[config.mk]
export PLATFORM = sky130hd
export DESIGN_NAME = dvfs_datapath
export DESIGN_NICKNAME = d
export VERILOG_FILES = /design/src/sv/dvfs_pkg.sv /design/src/sv/dvfs_datapath.sv
export SDC_FILE = /design/constraint.sdc
export NUM_CORES = 1
export LEC_CHECK = 0
export BUFFER_PORTS_ARGS = -buffer_cell sky130_fd_sc_hd__buf_2
export CAP_MARGIN = 30
export CORE_AREA = 2 2 65 67
export DETAILED_ROUTE_END_ITERATION = 12
export DIE_AREA = 0 0 67 69
export PLACE_DENSITY_LB_ADDON = 0.2
export SLEW_MARGIN = 20
export SYNTH_ARGS = -nofsm -noshare
export SYNTH_HDL_FRONTEND = slang
export SYNTH_MEMORY_MAX_BITS = 65536
export SYNTH_SLANG_ARGS = --single-unit
[constraint.sdc]
create_clock -name vclk -period 5.83
set_input_delay 0.2915 -clock vclk [all_inputs]
set_output_delay 0.2915 -clock vclk [all_outputs]
set_load 0.03 [all_outputs]
[src/sv/dvfs_pkg.sv]
// Package for the DVFS clock-switch sequencer: widths, codes, the operating-point ROM
// and the microprogram that drives the sequencer. No dependencies.
`default_nettype none

package dvfs_pkg;

	localparam int ROM_SIZE      = 23;
	localparam int TABLE_ENTRIES = 23;
	localparam int N_SEARCH      = (TABLE_ENTRIES < ROM_SIZE) ? TABLE_ENTRIES : ROM_SIZE;

	localparam int IDX_W = 5;
	localparam int KHZ_W = 21;
	localparam int MV_W  = 11;
	localparam int BUS_W = 17;
	localparam int L_W   = 6;
	localparam int CFG_W = 8;
	localparam int UPC_W = 4;
	localparam int REG_W = 2;

	typedef logic [IDX_W-1:0] idx_t;
	typedef logic [KHZ_W-1:0] khz_t;
	typedef logic [UPC_W-1:0] upc_t;
	typedef logic [REG_W-1:0] reg_idx_t;
	typedef logic [1:0]       cmd_t;
	typedef logic [1:0]       reason_t;
	typedef logic [1:0]       status_t;

	localparam idx_t RESET_INDEX   = 5'd14;
	localparam idx_t STANDBY_ENTRY = 5'd2;
	localparam idx_t LAST_ENTRY    = IDX_W'(ROM_SIZE - 1);
	localparam idx_t LAST_SEARCH   = IDX_W'(N_SEARCH - 1);
	localparam khz_t RESET_KHZ     = 21'd245000;

	localparam logic [L_W-1:0] L_MIN  = 6'd10;
	localparam logic [L_W-1:0] L_MAX  = 6'd33;
	localparam logic [L_W-1:0] L_SHOT = 6'h0A;

	localparam cmd_t CMD_SET_RATE = 2'd0;
	localparam cmd_t CMD_COLLAPSE = 2'd1;
	localparam cmd_t CMD_WAIT_IRQ = 2'd2;

	localparam reason_t REASON_CPUFREQ       = 2'd0;
	localparam reason_t REASON_WAIT_IRQ      = 2'd1;
	localparam reason_t REASON_COLLAPSE      = 2'd2;
	localparam reason_t REASON_COLLAPSE_IDLE = 2'd3;

	localparam status_t ST_SWITCHED  = 2'd0;
	localparam status_t ST_NO_CHANGE = 2'd1;
	localparam status_t ST_NOT_FOUND = 2'd2;

	localparam reg_idx_t REG_COLLAPSE_KHZ = 2'd0;
	localparam reg_idx_t REG_WAIT_IRQ_KHZ = 2'd1;
	localparam reg_idx_t REG_STANDBY_KHZ  = 2'd2;
	localparam reg_idx_t REG_VDD_ENABLE   = 2'd3;

	typedef enum logic [1:0] {
		SRC_RAW = 2'd0,
		SRC_PLL = 2'd1,
		SRC_AXI = 2'd2
	} src_t;

	typedef enum logic [2:0] {
		ACT_DONE      = 3'd0,
		ACT_SET_VDD   = 3'd1,
		ACT_SEL_CLOCK = 3'd2,
		ACT_PLL_SHOT  = 3'd3,
		ACT_PLL_HOP   = 3'd4,
		ACT_PLL_OFF   = 3'd5,
		ACT_BUS_RATE  = 3'd6
	} action_t;

	typedef struct packed {
		khz_t             khz;
		logic [CFG_W-1:0] cfg;
		src_t             sel;
		logic [L_W-1:0]   lval;
		logic [MV_W-1:0]  mv;
		logic [BUS_W-1:0] bus;
	} op_point_t;

	// Operating-point ROM; an index beyond the table reads the last entry.
	function automatic op_point_t rom_point(input idx_t idx);
		op_point_t p;
		case (idx)
			5'd0:  p = '{21'd19200,   8'h00, SRC_RAW, 6'h00, 11'd975,  17'd14000};
			5'd1:  p = '{21'd128000,  8'h00, SRC_AXI, 6'h00, 11'd975,  17'd14000};
			5'd2:  p = '{21'd245000,  8'h40, SRC_RAW, 6'h00, 11'd1025, 17'd29000};
			5'd3:  p = '{21'd384000,  8'h00, SRC_PLL, 6'h0A, 11'd1025, 17'd58000};
			5'd4:  p = '{21'd422400,  8'h00, SRC_PLL, 6'h0B, 11'd1050, 17'd117000};
			5'd5:  p = '{21'd460800,  8'h00, SRC_PLL, 6'h0C, 11'd1050, 17'd117000};
			5'd6:  p = '{21'd499200,  8'h00, SRC_PLL, 6'h0D, 11'd1075, 17'd117000};
			5'd7:  p = '{21'd537600,  8'h00, SRC_PLL, 6'h0E, 11'd1075, 17'd117000};
			5'd8:  p = '{21'd576000,  8'h00, SRC_PLL, 6'h0F, 11'd1100, 17'd117000};
			5'd9:  p = '{21'd614400,  8'h00, SRC_PLL, 6'h10, 11'd1100, 17'd117000};
			5'd10: p = '{21'd652800,  8'h00, SRC_PLL, 6'h11, 11'd1125, 17'd117000};
			5'd11: p = '{21'd691200,  8'h00, SRC_PLL, 6'h12, 11'd1150, 17'd117000};
			5'd12: p = '{21'd729600,  8'h00, SRC_PLL, 6'h13, 11'd1175, 17'd117000};
			5'd13: p = '{21'd768000,  8'h00, SRC_PLL, 6'h14, 11'd1200, 17'd128000};
			5'd14: p = '{21'd806400,  8'h00, SRC_PLL, 6'h15, 11'd1225, 17'd128000};
			5'd15: p = '{21'd844800,  8'h00, SRC_PLL, 6'h16, 11'd1250, 17'd128000};
			5'd16: p = '{21'd883200,  8'h00, SRC_PLL, 6'h17, 11'd1275, 17'd128000};
			5'd17: p = '{21'd921600,  8'h00, SRC_PLL, 6'h18, 11'd1275, 17'd128000};
			5'd18: p = '{21'd960000,  8'h00, SRC_PLL, 6'h19, 11'd1275, 17'd128000};
			5'd19: p = '{21'd998400,  8'h00, SRC_PLL, 6'h1A, 11'd1275, 17'd128000};
			5'd20: p = '{21'd1036800, 8'h00, SRC_PLL, 6'h1B, 11'd1275, 17'd128000};
			5'd21: p = '{21'd1075200, 8'h00, SRC_PLL, 6'h1C, 11'd1275, 17'd128000};
			default: p = '{21'd1113600, 8'h00, SRC_PLL, 6'h1D, 11'd1275, 17'd128000};
		endcase
		return p;
	endfunction

	// Rate of an entry, with the standby entry taken from its register.
	function automatic khz_t khz_of(input idx_t idx, input khz_t standby_khz);
		op_point_t p;
		p = rom_point(idx);
		return (idx == STANDBY_ENTRY) ? standby_khz : p.khz;
	endfunction

	// Microcode fields.
	typedef enum logic [1:0] {
		OP_WAIT   = 2'd0,
		OP_CHECK  = 2'd1,
		OP_SEARCH = 2'd2,
		OP_EMIT   = 2'd3
	} uop_t;

	typedef enum logic [2:0] {
		ARG_ZERO    = 3'd0,
		ARG_NX_MV   = 3'd1,
		ARG_STB_SEL = 3'd2,
		ARG_NX_SEL  = 3'd3,
		ARG_PLL_SEL = 3'd4,
		ARG_SHOT    = 3'd5,
		ARG_HOP     = 3'd6,
		ARG_BUS     = 3'd7
	} argsel_t;

	typedef enum logic [2:0] {
		C_ALWAYS      = 3'd0,
		C_VDD_UP      = 3'd1,
		C_VDD_DOWN    = 3'd2,
		C_NOT_STANDBY = 3'd3,
		C_PLL_STOPPED = 3'd4,
		C_CUR_PLL     = 3'd5,
		C_BUS_DIFF    = 3'd6
	} cond_t;

	typedef enum logic [1:0] {
		J_NEXT       = 2'd0,
		J_ALWAYS     = 2'd1,
		J_NX_NOT_PLL = 2'd2
	} jump_t;

	typedef struct packed {
		uop_t    op;
		action_t act;
		argsel_t arg;
		cond_t   cond;
		jump_t   jump;
		upc_t    target;
		logic    set_pll;
		logic    clr_pll;
		logic    commit;
		logic    fin;
	} uword_t;

	typedef struct packed {
		logic emit_ok;
		logic nx_pll;
		khz_t arg;
	} dp_out_t;

	localparam upc_t STEP_WAIT    = 4'd0;
	localparam upc_t STEP_CHECK   = 4'd1;
	localparam upc_t STEP_SEARCH  = 4'd2;
	localparam upc_t STEP_VDD_UP  = 4'd3;
	localparam upc_t STEP_PLL_STB = 4'd4;
	localparam upc_t STEP_SHOT    = 4'd5;
	localparam upc_t STEP_HOP     = 4'd6;
	localparam upc_t STEP_PLL_SEL = 4'd7;
	localparam upc_t STEP_NP_STB  = 4'd8;
	localparam upc_t STEP_NP_SEL  = 4'd9;
	localparam upc_t STEP_NP_OFF  = 4'd10;
	localparam upc_t STEP_BUS     = 4'd11;
	localparam upc_t STEP_VDD_DN  = 4'd12;
	localparam upc_t STEP_DONE    = 4'd13;

	// The switching program, one control word per step.
	function automatic uword_t ucode(input upc_t pc);
		uword_t w;
		case (pc)
			STEP_CHECK:   w = '{OP_CHECK, ACT_DONE, ARG_ZERO, C_ALWAYS, J_NEXT,
				STEP_WAIT, 1'b0, 1'b0, 1'b0, 1'b0};
			STEP_SEARCH:  w = '{OP_SEARCH, ACT_DONE, ARG_ZERO, C_ALWAYS, J_NEXT,
				STEP_WAIT, 1'b0, 1'b0, 1'b0, 1'b0};
			STEP_VDD_UP:  w = '{OP_EMIT, ACT_SET_VDD, ARG_NX_MV, C_VDD_UP, J_NX_NOT_PLL,
				STEP_NP_STB, 1'b0, 1'b0, 1'b0, 1'b0};
			STEP_PLL_STB: w = '{OP_EMIT, ACT_SEL_CLOCK, ARG_STB_SEL, C_NOT_STANDBY, J_NEXT,
				STEP_WAIT, 1'b0, 1'b0, 1'b0, 1'b0};
			STEP_SHOT:    w = '{OP_EMIT, ACT_PLL_SHOT, ARG_SHOT, C_PLL_STOPPED, J_NEXT,
				STEP_WAIT, 1'b0, 1'b0, 1'b0, 1'b0};
			STEP_HOP:     w = '{OP_EMIT, ACT_PLL_HOP, ARG_HOP, C_ALWAYS, J_NEXT,
				STEP_WAIT, 1'b1, 1'b0, 1'b0, 1'b0};
			STEP_PLL_SEL: w = '{OP_EMIT, ACT_SEL_CLOCK, ARG_PLL_SEL, C_ALWAYS, J_ALWAYS,
				STEP_BUS, 1'b0, 1'b0, 1'b0, 1'b0};
			STEP_NP_STB:  w = '{OP_EMIT, ACT_SEL_CLOCK, ARG_STB_SEL, C_CUR_PLL, J_NEXT,
				STEP_WAIT, 1'b0, 1'b0, 1'b0, 1'b0};
			STEP_NP_SEL:  w = '{OP_EMIT, ACT_SEL_CLOCK, ARG_NX_SEL, C_ALWAYS, J_NEXT,
				STEP_WAIT, 1'b0, 1'b0, 1'b0, 1'b0};
			STEP_NP_OFF:  w = '{OP_EMIT, ACT_PLL_OFF, ARG_ZERO, C_CUR_PLL, J_NEXT,
				STEP_WAIT, 1'b0, 1'b1, 1'b0, 1'b0};
			STEP_BUS:     w = '{OP_EMIT, ACT_BUS_RATE, ARG_BUS, C_BUS_DIFF, J_NEXT,
				STEP_WAIT, 1'b0, 1'b0, 1'b1, 1'b0};
			STEP_VDD_DN:  w = '{OP_EMIT, ACT_SET_VDD, ARG_NX_MV, C_VDD_DOWN, J_NEXT,
				STEP_WAIT, 1'b0, 1'b0, 1'b0, 1'b0};
			STEP_DONE:    w = '{OP_EMIT, ACT_DONE, ARG_ZERO, C_ALWAYS, J_ALWAYS,
				STEP_WAIT, 1'b0, 1'b0, 1'b0, 1'b1};
			default:      w = '{OP_WAIT, ACT_DONE, ARG_ZERO, C_ALWAYS, J_NEXT,
				STEP_WAIT, 1'b0, 1'b0, 1'b0, 1'b0};
		endcase
		return w;
	endfunction

endpackage

`default_nettype wire

[src/sv/dvfs_datapath.sv]
// Datapath of the DVFS sequencer: evaluates the step condition and forms the action
// argument from the current and next operating points. Depends on dvfs_pkg.
`default_nettype none

module dvfs_datapath import dvfs_pkg::*; (
	input  uword_t  uw,
	input  idx_t    cur_idx,
	input  idx_t    nx_idx,
	input  reason_t why,
	input  logic    vdd_en,
	input  logic    pll_running,
	output dp_out_t dp
);

	op_point_t      cur;
	op_point_t      nx;
	op_point_t      stb;
	logic [L_W-1:0] hop_l;
	logic           cond_ok;
	logic           cpufreq;

	assign cur     = rom_point(cur_idx);
	assign nx      = rom_point(nx_idx);
	assign stb     = rom_point(STANDBY_ENTRY);
	assign cpufreq = (why == REASON_CPUFREQ) && vdd_en;

	always_comb begin
		if (nx.lval > L_MAX) begin
			hop_l = L_MAX;
		end else if (nx.lval < L_MIN) begin
			hop_l = L_MIN;
		end else begin
			hop_l = nx.lval;
		end
	end

	always_comb begin
		case (uw.cond)
			C_ALWAYS:      cond_ok = 1'b1;
			C_VDD_UP:      cond_ok = cpufreq && (nx.mv > cur.mv);
			C_VDD_DOWN:    cond_ok = cpufreq && (nx.mv < cur.mv);
			C_NOT_STANDBY: cond_ok = !((cur.cfg == stb.cfg) && (cur.sel == stb.sel));
			C_PLL_STOPPED: cond_ok = !pll_running;
			C_CUR_PLL:     cond_ok = (cur.sel == SRC_PLL);
			C_BUS_DIFF:    cond_ok = ((why == REASON_CPUFREQ) || (why == REASON_COLLAPSE))
				&& (cur.bus != nx.bus);
			default:       cond_ok = 1'b0;
		endcase
	end

	always_comb begin
		dp.emit_ok = cond_ok;
		dp.nx_pll  = (nx.sel == SRC_PLL);
		case (uw.arg)
			ARG_NX_MV:   dp.arg = KHZ_W'(nx.mv);
			ARG_STB_SEL: dp.arg = KHZ_W'({stb.sel, stb.cfg});
			ARG_NX_SEL:  dp.arg = KHZ_W'({nx.sel, nx.cfg});
			ARG_PLL_SEL: dp.arg = KHZ_W'({SRC_PLL, {CFG_W{1'b0}}});
			ARG_SHOT:    dp.arg = KHZ_W'(L_SHOT);
			ARG_HOP:     dp.arg = KHZ_W'(hop_l);
			ARG_BUS:     dp.arg = KHZ_W'(nx.bus);
			default:     dp.arg = '0;
		endcase
	end

endmodule

`default_nettype wire
==> impl_metrics.yaml, run 1 <==
die:
  area_of_the_core_um2: 3914
  floorplan.initialDensity: 0.4284
  io_pins: 58
  die-height_um: 69
  die_width_um: 67
  die_area_um2: 4623
  placement_rows: 23
power:
  seqPwrFrac: 0
  cellPowerDensity_nw_per_um2: 82.33
  comb_pwr_share: 1.000
  share_clk_of_total_power: 0
  vdd_drop_max_v: 0.00004301
  power.switching_fraction: 0.6396
  p_int_uw: 53.38
  power.switching_uw: 94.75
  static_leakage_uw: 0.0008466
synth:
  syn_area_per_cell_um2: 6.473
  syn_inst: 259
  netlist_area_um2: 1677
  post_synth_num_cell_types: 61
  synthesis.yosys.warnings: 0
  ys_seq_area_frac: 0
timing:
  worst_pin_slew_ns: 0.5008
  period_needed_ns: 3.266
  finalSetupViolations: 0
  fin_crit_sh: 0.5602
  max_clock_freq_mhz: 306.2
  timing_max_transition_violations_final: 0
  final.setup.tns_ns: 0
  rsz_0062_raised_after_global_routing: "false"
  slew_headroom: 0.6661
  hold_viol_final: 0
clock_network:
  cts-resized-gates: 0
  post-cts-setup-buffer-count: 0
  cts.hold.buffers_added: 0
finish:
  nFillCells: 435
  final_cell_mix: "39 x sky130_fd_sc_hd__buf_2, 25 x sky130_fd_sc_hd__nor2_1, 23 x sky130_fd_sc_hd__ha_1, 21 x sky130_fd_sc_hd__a21oi_1, 21 x sky130_fd_sc_hd__nand2_1"
  layout_commonest_cell: "sky130_fd_sc_hd__buf_2"
  ff_latch_area_um2: 0
  postLayoutCoreUtil: 0.4597
  num_antenna_cells: 0
  n_clock_buffer: 0
  num-nets-final: 334
  numSequentialCells: 0
  areaGrowthSynthToFinish_pct: 7.314
  fraction_of_layout_instances_using_a_drive_strength_above_1: 0.1898
worst_hold_path:
  holdPathStages: 3
  worst_min_delay_path_endpoint: "dp[4]"
  holdCritPathClass: "input pin to output port"
  hold_startpoint: "uw[15]"
grt:
  grt_max_degree: 29
  global_route_usage_over_all_layers: 0.1937
  via_count_of_the_first_global_routing_pass: 1539
  antenna_found_initial: 0
  grt_first_pass_wirelength_um: 7424
  grt_overflow_total: 0
critical_path:
  timing.critical_path.required_ns: 5.54
  startpoint_type: "input pin"
  crit_type: "input pin to output port"
  critPathCaptureType: "output port"
  critPathArrivalTime_ns: 2.97
  critPathMaxFanout: 13
route:
  drt_pre_antenna_iters: 7
  vias_per_cell: 5.880
  num_vias: 1905
  routed_wire_length_per_instance_um: 13.97
  postRouteAntennaNets: 0
  post-route-drc-count: 0
  drt-initial-drc-count: 127
  drt-total-wl_um: 4525
run_status:
  outcome: "completed"
place:
  detailedPlacementHpwl_um: 3587
  routabilityCongestion: 0.8206
  numPortBuffers: 39
flow_run:
  maximum_capacitance_violations: 0
==> worst max-delay path, cell delays in order <==
cell                       delay [ns]
sky130_fd_sc_hd__buf_2           0.22
sky130_fd_sc_hd__inv_1           0.11
sky130_fd_sc_hd__ha_1            0.25
sky130_fd_sc_hd__inv_1           0.07
sky130_fd_sc_hd__ha_1            0.24
sky130_fd_sc_hd__inv_1           0.06
sky130_fd_sc_hd__a21oi_1         0.21
sky130_fd_sc_hd__nor2_1          0.07
sky130_fd_sc_hd__ha_1            0.34
sky130_fd_sc_hd__a21oi_1         0.14
sky130_fd_sc_hd__o21ai_0         0.10
sky130_fd_sc_hd__a221oi_1        0.31
sky130_fd_sc_hd__mux2i_1         0.25
sky130_fd_sc_hd__nand4_1         0.10
sky130_fd_sc_hd__buf_2           0.19
==> cell families after synthesis <==
kind of cell / count (synthesis) / share of synthesized area
fa+ha+maj: 23 / 0.1716
compound gates: 91 / 0.3776
mux: 2 / 0.01194
xor+xnor: 3 / 0.01567
buf+inv: 46 / 0.1321
other cells: 1 / 0.002237
simple gates: 93 / 0.2888
==> synthesized netlist by cell type (all sizes together) (2+ instances only) <==
cell,instances,share of area
or2,4,0.015
nand3,6,0.018
nor4,2,0.0075
clkbuf,9,0.020
a211o,2,0.010
and3,4,0.015
a22o,2,0.010
nor3,9,0.040
a21boi,2,0.0090
a21oi,22,0.068
buf,19,0.072
nor2,25,0.056
a311oi,2,0.010
ha,23,0.17
o211ai,2,0.0090
o2bb2ai,2,0.010
inv,17,0.038
a21o,5,0.022
a31oi,4,0.015
nand4,3,0.011
nand2,21,0.047
nand2b,5,0.019
o22ai,2,0.0075
nor2b,7,0.026
mux2i,2,0.012
a31o,2,0.010
o32ai,2,0.010
o21ai,20,0.062
xnor2,3,0.016
o21bai,2,0.011
a221oi,3,0.019
a211oi,3,0.013
o31ai,2,0.0090
a311o,3,0.018
==> how the worst max path moves through the flow <==
| stage | from | endpoint | slack (ns) | cells after the start |
|---|---|---|---|---|
| finish | nx_idx[1] | dp[22] | 2.56 | 15 |
| global route | nx_idx[1] | dp[22] | 2.21 | 15 |
| detailed placement | nx_idx[1] | dp[22] | 2.55 | 15 |
| floorplan | nx_idx[1] | dp[22] | 2.89 | 15 |
| global placement | nx_idx[1] | dp[22] | 2.55 | 15 |
| CTS | nx_idx[1] | dp[22] | 2.54 | 15 |
==> layout make-up <==
class / instances / area (um^2) / area share
multi-input cells: 216 / 1466 / 0.8150
repair buffers: 40 / 202.7 / 0.1127
inverters: 18 / 67.56 / 0.03755
well taps: 50 / 62.56 / 0.03477
==> power by group through the flow <==
| stage | Combinational [uW] | Sequential [uW] | Clock [uW] |
|---|---|---|---|
| 2_1_floorplan | 117 | 0 | 0 |
| 3_3_place_gp | 146 | 0 | 0 |
| 3_5_place_dp | 147 | 0 | 0 |
| 4_1_cts | 148 | 0 | 0 |
| 5_1_grt | 165 | 0 | 0 |
| 6_report | 148 | 0 | 0 |
==> stage by stage <==
step | total power (uW) | setup slack, ns | cell area (um^2) | hold WS, ns | instances
after floorplan | 117.4 | 2.886 | 1688 | 0.8384 | 262
after global placement | 146.3 | 2.551 | 1799 | 1.044 | 324
after detailed placement | 147.1 | 2.550 | 1799 | 1.033 | 324
after CTS | 147.6 | 2.545 | 1799 | 1.034 | 324
after global routing | 164.9 | 2.206 | 1799 | 1.066 | 324
final | 148.1 | 2.564 | 1799 | 1.044 | 324
==> per-layer routing <==
layer  vias up  share of wire  routed length, um  track usage
met5         -              0                  0            0
met4         0         0.0035                 16     0.006803
met3         2          0.055                249     0.004894
met2        68           0.45               2021       0.2992
met1       865           0.49               2238       0.3097
li1        970              -                  -            -
(Power assumes the default switching activity.)
==> inputs of run 2 (changes only) <==
clock period = 2.7 ns   (was 5.83 ns; I/O delays follow)
==> run 2 against run 1 <==
  * Non-clock buffer count grew 24
  * Worst hold slack worse by 0.30 ns
  * Count of clock-buffer cells in the layout is the same
  * Critical path type unchanged
  * Via count up 4.6%
  * Die area is the same
  * Total power grew 140%
  * Combinational power up 140%
==> impl_metrics.yaml, run 2 (same netlist as run 1, synthesis figures left out) <==
grt:
  global_route_usage_over_all_layers: 0.2172
  grt_overflow_total: 0
  grt_max_degree: 18
  antenna_found_initial: 0
  grt_first_pass_wirelength_um: 8286
  via_count_of_the_first_global_routing_pass: 1754
finish:
  numSequentialCells: 0
  fraction_of_layout_instances_using_a_drive_strength_above_1: 0.2651
  num-nets-final: 358
  layout_commonest_cell: "sky130_fd_sc_hd__buf_2"
  ff_latch_area_um2: 0
  n_clock_buffer: 0
  num_antenna_cells: 0
  final_cell_mix: "38 x sky130_fd_sc_hd__buf_2, 26 x sky130_fd_sc_hd__buf_4, 25 x sky130_fd_sc_hd__nor2_1, 23 x sky130_fd_sc_hd__ha_1, 21 x sky130_fd_sc_hd__nand2_1"
  areaGrowthSynthToFinish_pct: 19.10
  nFillCells: 467
die:
  floorplan.initialDensity: 0.4284
  io_pins: 58
  placement_rows: 23
  die_width_um: 67
  die_area_um2: 4623
  die-height_um: 69
  area_of_the_core_um2: 3914
critical_path:
  critPathMaxFanout: 5
  timing.critical_path.required_ns: 2.57
  worst_setup_path_start: "nx_idx[0]"
  crit_type: "input pin to output port"
  critPathCaptureType: "output port"
  critPathArrivalTime_ns: 2.39
  startpoint_type: "input pin"
timing:
  post_route_setup_slack_ns: 0.1798
  period_needed_ns: 2.520
  slew_headroom: 0.6659
  finalSetupViolations: 0
  fin_crit_sh: 0.9334
  timing_max_transition_violations_final: 0
  worst_pin_slew_ns: 0.4996
  final.setup.tns_ns: 0
  hold_viol_final: 0
  max_clock_freq_mhz: 396.8
  rsz_0062_raised_after_global_routing: "false"
route:
  vias_per_cell: 5.724
  post-route-drc-count: 0
  routed_wire_length_per_instance_um: 14.29
  num_vias: 1992
  drt_pre_antenna_iters: 4
  highest-signal-layer: "met3"
  route.layer.met1.wl_um: 2482
  drt-initial-drc-count: 74
  postRouteAntennaNets: 0
  wl_met3_um: 257
  route.met2.wl_um: 2234
  drt-total-wl_um: 4973
worst_hold_path:
  holdCritPathClass: "input pin to output port"
  hold_startpoint: "uw[15]"
  holdPathStages: 3
clock_network:
  post-cts-setup-buffer-count: 0
  cts-resized-gates: 0
  cts.hold.buffers_added: 0
place:
  routabilityCongestion: 0.9109
  placement.setup.worst_slack_ns: 0.05945
  numPortBuffers: 39
  detailedPlacementHpwl_um: 4057
power:
  cellPowerDensity_nw_per_um2: 179.9
  static_leakage_uw: 0.0009682
  design_power_total_uw: 359.3
  vdd_drop_max_v: 0.00006154
flow_run:
  maximum_capacitance_violations: 0
run_status:
  outcome: "completed"
-- run 2: critical path, cell delays in order --
cell	delay, ns
sky130_fd_sc_hd__buf_2	0.15
sky130_fd_sc_hd__inv_1	0.07
sky130_fd_sc_hd__ha_1	0.21
sky130_fd_sc_hd__inv_1	0.06
sky130_fd_sc_hd__ha_1	0.16
sky130_fd_sc_hd__inv_1	0.06
sky130_fd_sc_hd__a21oi_2	0.15
sky130_fd_sc_hd__nor2_1	0.06
sky130_fd_sc_hd__ha_1	0.32
sky130_fd_sc_hd__a21oi_1	0.15
sky130_fd_sc_hd__o21ai_1	0.09
sky130_fd_sc_hd__a221oi_2	0.24
sky130_fd_sc_hd__mux2i_1	0.25
sky130_fd_sc_hd__nand4_1	0.10
sky130_fd_sc_hd__buf_4	0.19
-- run 2: path summary, 6_finish.rpt --
kind | to | slack, ns
worst max-delay path | dp[22] | 0.18
worst min-delay path | dp[4] | 0.74
-- run 2: where the power goes --
group          switching, uW  total [uW]  internal (uW)
sequential                 0           0              0
combinational            218         359            142
clock                      0           0              0
-- run 2: metrics by stage --
stage	util	std cells	cell area, um^2	hold slack, ns
detailed placement	0.5058	348	1979	0.7356
floorplan	-	262	1688	0.5254
global placement	0.5058	348	1979	0.7262
CTS	0.5058	348	1979	0.7376
finish	0.5102	348	1997	0.7390
global route	0.5102	348	1997	0.7583
-- run 2: metal layers --
metal	vias up	GRT usage
met3	0	0.003263
met4	0	0
met2	62	0.3476
li1	1014	-
met5	-	0
met1	916	0.3412
-- run 2: final cells by class --
| type | instances | area (um^2) | area share |
|---|---|---|---|
| tap | 50 | 62.56 | 0.03133 |
| timing repair buffer | 64 | 385.4 | 0.1930 |
| multi-input combinational | 216 | 1481 | 0.7419 |
| inverter | 18 | 67.56 | 0.03383 |
==> inputs of run 3 (changes only) <==
RECOVER_POWER = 100   (was default)
==> run 3 against run 2 <==
  * Die area stayed put
  * Worst setup slack better by 0.0035 ns
  * Highest routed layer unchanged
  * Sequential cell count is the same
  * Critical path depth did not move
  * Total power down 1.1%
  * Critical endpoint unchanged
==> impl_metrics.yaml, run 3 (same netlist as run 1, synthesis figures left out) <==
grt:
  grt_overflow_total: 0
  grt_max_degree: 18
  via_count_of_the_first_global_routing_pass: 1754
  global_route_usage_over_all_layers: 0.2172
  antenna_found_initial: 0
  grt_first_pass_wirelength_um: 8286
critical_path:
  timing.critical_path.required_ns: 2.57
  maximum_single_stage_delay_on_the_critical_path_ns: 0.32
  critPathMaxFanout: 5
  critical_path.slowest_cell: "sky130_fd_sc_hd__ha_1"
  critPathArrivalTime_ns: 2.38
  worstPathCellList: "buf_2 > inv_1 > ha_1 > inv_1 > ha_1 > inv_1 > a21oi_2 > nor2_1 > ha_1 > a21oi_1 > o21ai_1 > a221oi_2 > mux2i_1 > nand4_1 > buf_4"
  startpoint_type: "input pin"
  critPathCaptureType: "output port"
  crit_type: "input pin to output port"
timing:
  timing_max_transition_violations_final: 0
  finalSetupViolations: 0
  fin_crit_sh: 0.9321
  rsz_0062_raised_after_global_routing: "false"
  final.setup.tns_ns: 0
  max_clock_freq_mhz: 397.4
  period_needed_ns: 2.517
  hold_viol_final: 0
die:
  area_of_the_core_um2: 3914
  placement_rows: 23
  io_pins: 58
  floorplan.initialDensity: 0.4284
  die_width_um: 67
  die_area_um2: 4623
  die-height_um: 69
worst_hold_path:
  holdPathStages: 5
  hold_startpoint: "uw[12]"
  holdCritPathClass: "input pin to output port"
  worst_min_delay_path_endpoint: "dp[22]"
finish:
  num_antenna_cells: 0
  areaGrowthSynthToFinish_pct: 17.69
  num-nets-final: 358
  n_clock_buffer: 0
  numSequentialCells: 0
  ff_latch_area_um2: 0
  fraction_of_layout_instances_using_a_drive_strength_above_1: 0.2148
  final_cells: 348
  final_cell_mix: "25 x sky130_fd_sc_hd__nor2_1, 25 x sky130_fd_sc_hd__buf_2, 25 x sky130_fd_sc_hd__buf_4, 23 x sky130_fd_sc_hd__ha_1"
power:
  comb_pwr_share: 1.000
  design_power_total_uw: 355.4
  static_leakage_uw: 0.0009148
  vdd_drop_max_v: 0.00006116
  seqPwrFrac: 0
  cellPowerDensity_nw_per_um2: 180.1
  power.switching_fraction: 0.6110
  share_clk_of_total_power: 0
  power.switching_uw: 217.2
  p_int_uw: 138.3
route:
  drt-initial-drc-count: 112
  drt_pre_antenna_iters: 4
  drt-total-wl_um: 4970
  postRouteAntennaNets: 0
  routed_wire_length_per_instance_um: 14.28
  vias_per_cell: 5.724
  post-route-drc-count: 0
  num_vias: 1992
run_status:
  outcome: "completed"
place:
  detailedPlacementHpwl_um: 4057
  numPortBuffers: 39
  dpl.cell_count: 348
  routabilityCongestion: 0.9109
clock_network:
  post-cts-setup-buffer-count: 0
flow_run:
  maximum_capacitance_violations: 0
[run 3: cell count changes in the layout (fill, tap and decap cells not counted)]
cell,delta
sky130_fd_sc_hd__clkbuf_1,+14
sky130_fd_sc_hd__o21ai_1,-1
sky130_fd_sc_hd__buf_2,-13
sky130_fd_sc_hd__a21oi_1,+1
sky130_fd_sc_hd__a21oi_2,-1
sky130_fd_sc_hd__buf_4,-1
sky130_fd_sc_hd__o21ai_0,+1
[run 3: power by group through the flow]
stage	Combinational (uW)	Sequential, uW	Clock [uW]
final	355	0	0
after global routing	395	0	0
after CTS	350	0	0
after detailed placement	349	0	0
after global placement	345	0	0
after floorplan	254	0	0
[run 3: routing by layer]
metal  track usage  routed length, um  vias to the layer above  share of wire
li1              -                  -                     1018              -
met1        0.3412               2421                      911           0.49
met2        0.3476               2228                       63           0.45
met3      0.003263                319                        0          0.064
met4             0                  0                        0              0
met5             0                  0                        -              0
[run 3: cell type report]
| type | instances | area, um^2 |
|---|---|---|
| repair buffers | 64 | 365.4 |
| well taps | 50 | 62.56 |
| inverters | 18 | 67.56 |
| multi-input cells | 216 | 1478 |
| fillers | 476 | 1941 |
[run 3: per-stage QoR]
step	worst slack (ns)	utilization	hold slack (ns)	cell area (um^2)
2_1_floorplan	0.06943	-	0.5254	1688
3_3_place_gp	0.08010	0.5058	0.7262	1979
3_5_place_dp	0.05945	0.5058	0.7356	1979
4_1_cts	0.05208	0.5058	0.7376	1979
5_1_grt	0.008346	0.5042	0.8000	1973
6_report	0.1833	0.5042	0.7533	1973
[run 3: critical path: cells and delay by family]
family                     cells  cell delay, ns
adders and majority gates      3            0.69
AOI/OAI and AO/OA              4            0.63
buffers and inverters          5            0.53
muxes                          1            0.25
and+or+nand+nor                2            0.16
[run 3: what timing repair did]
item	CTS	global route
hold buffers	0	0
resized for setup	0	6
endpoints found under the setup margin	0	1
[run 3: how the worst max path moves through the flow]
stage / start / end / slack (ns) / cells past startpoint
final: nx_idx[0] / dp[22] / 0.18 / 15
after global routing: nx_idx[0] / dp[22] / 0.008 / 14
after CTS: nx_idx[0] / dp[22] / 0.05 / 15
after detailed placement: nx_idx[0] / dp[22] / 0.06 / 15
after global placement: nx_idx[0] / dp[22] / 0.08 / 15
after floorplan: nx_idx[1] / dp[22] / 0.07 / 15
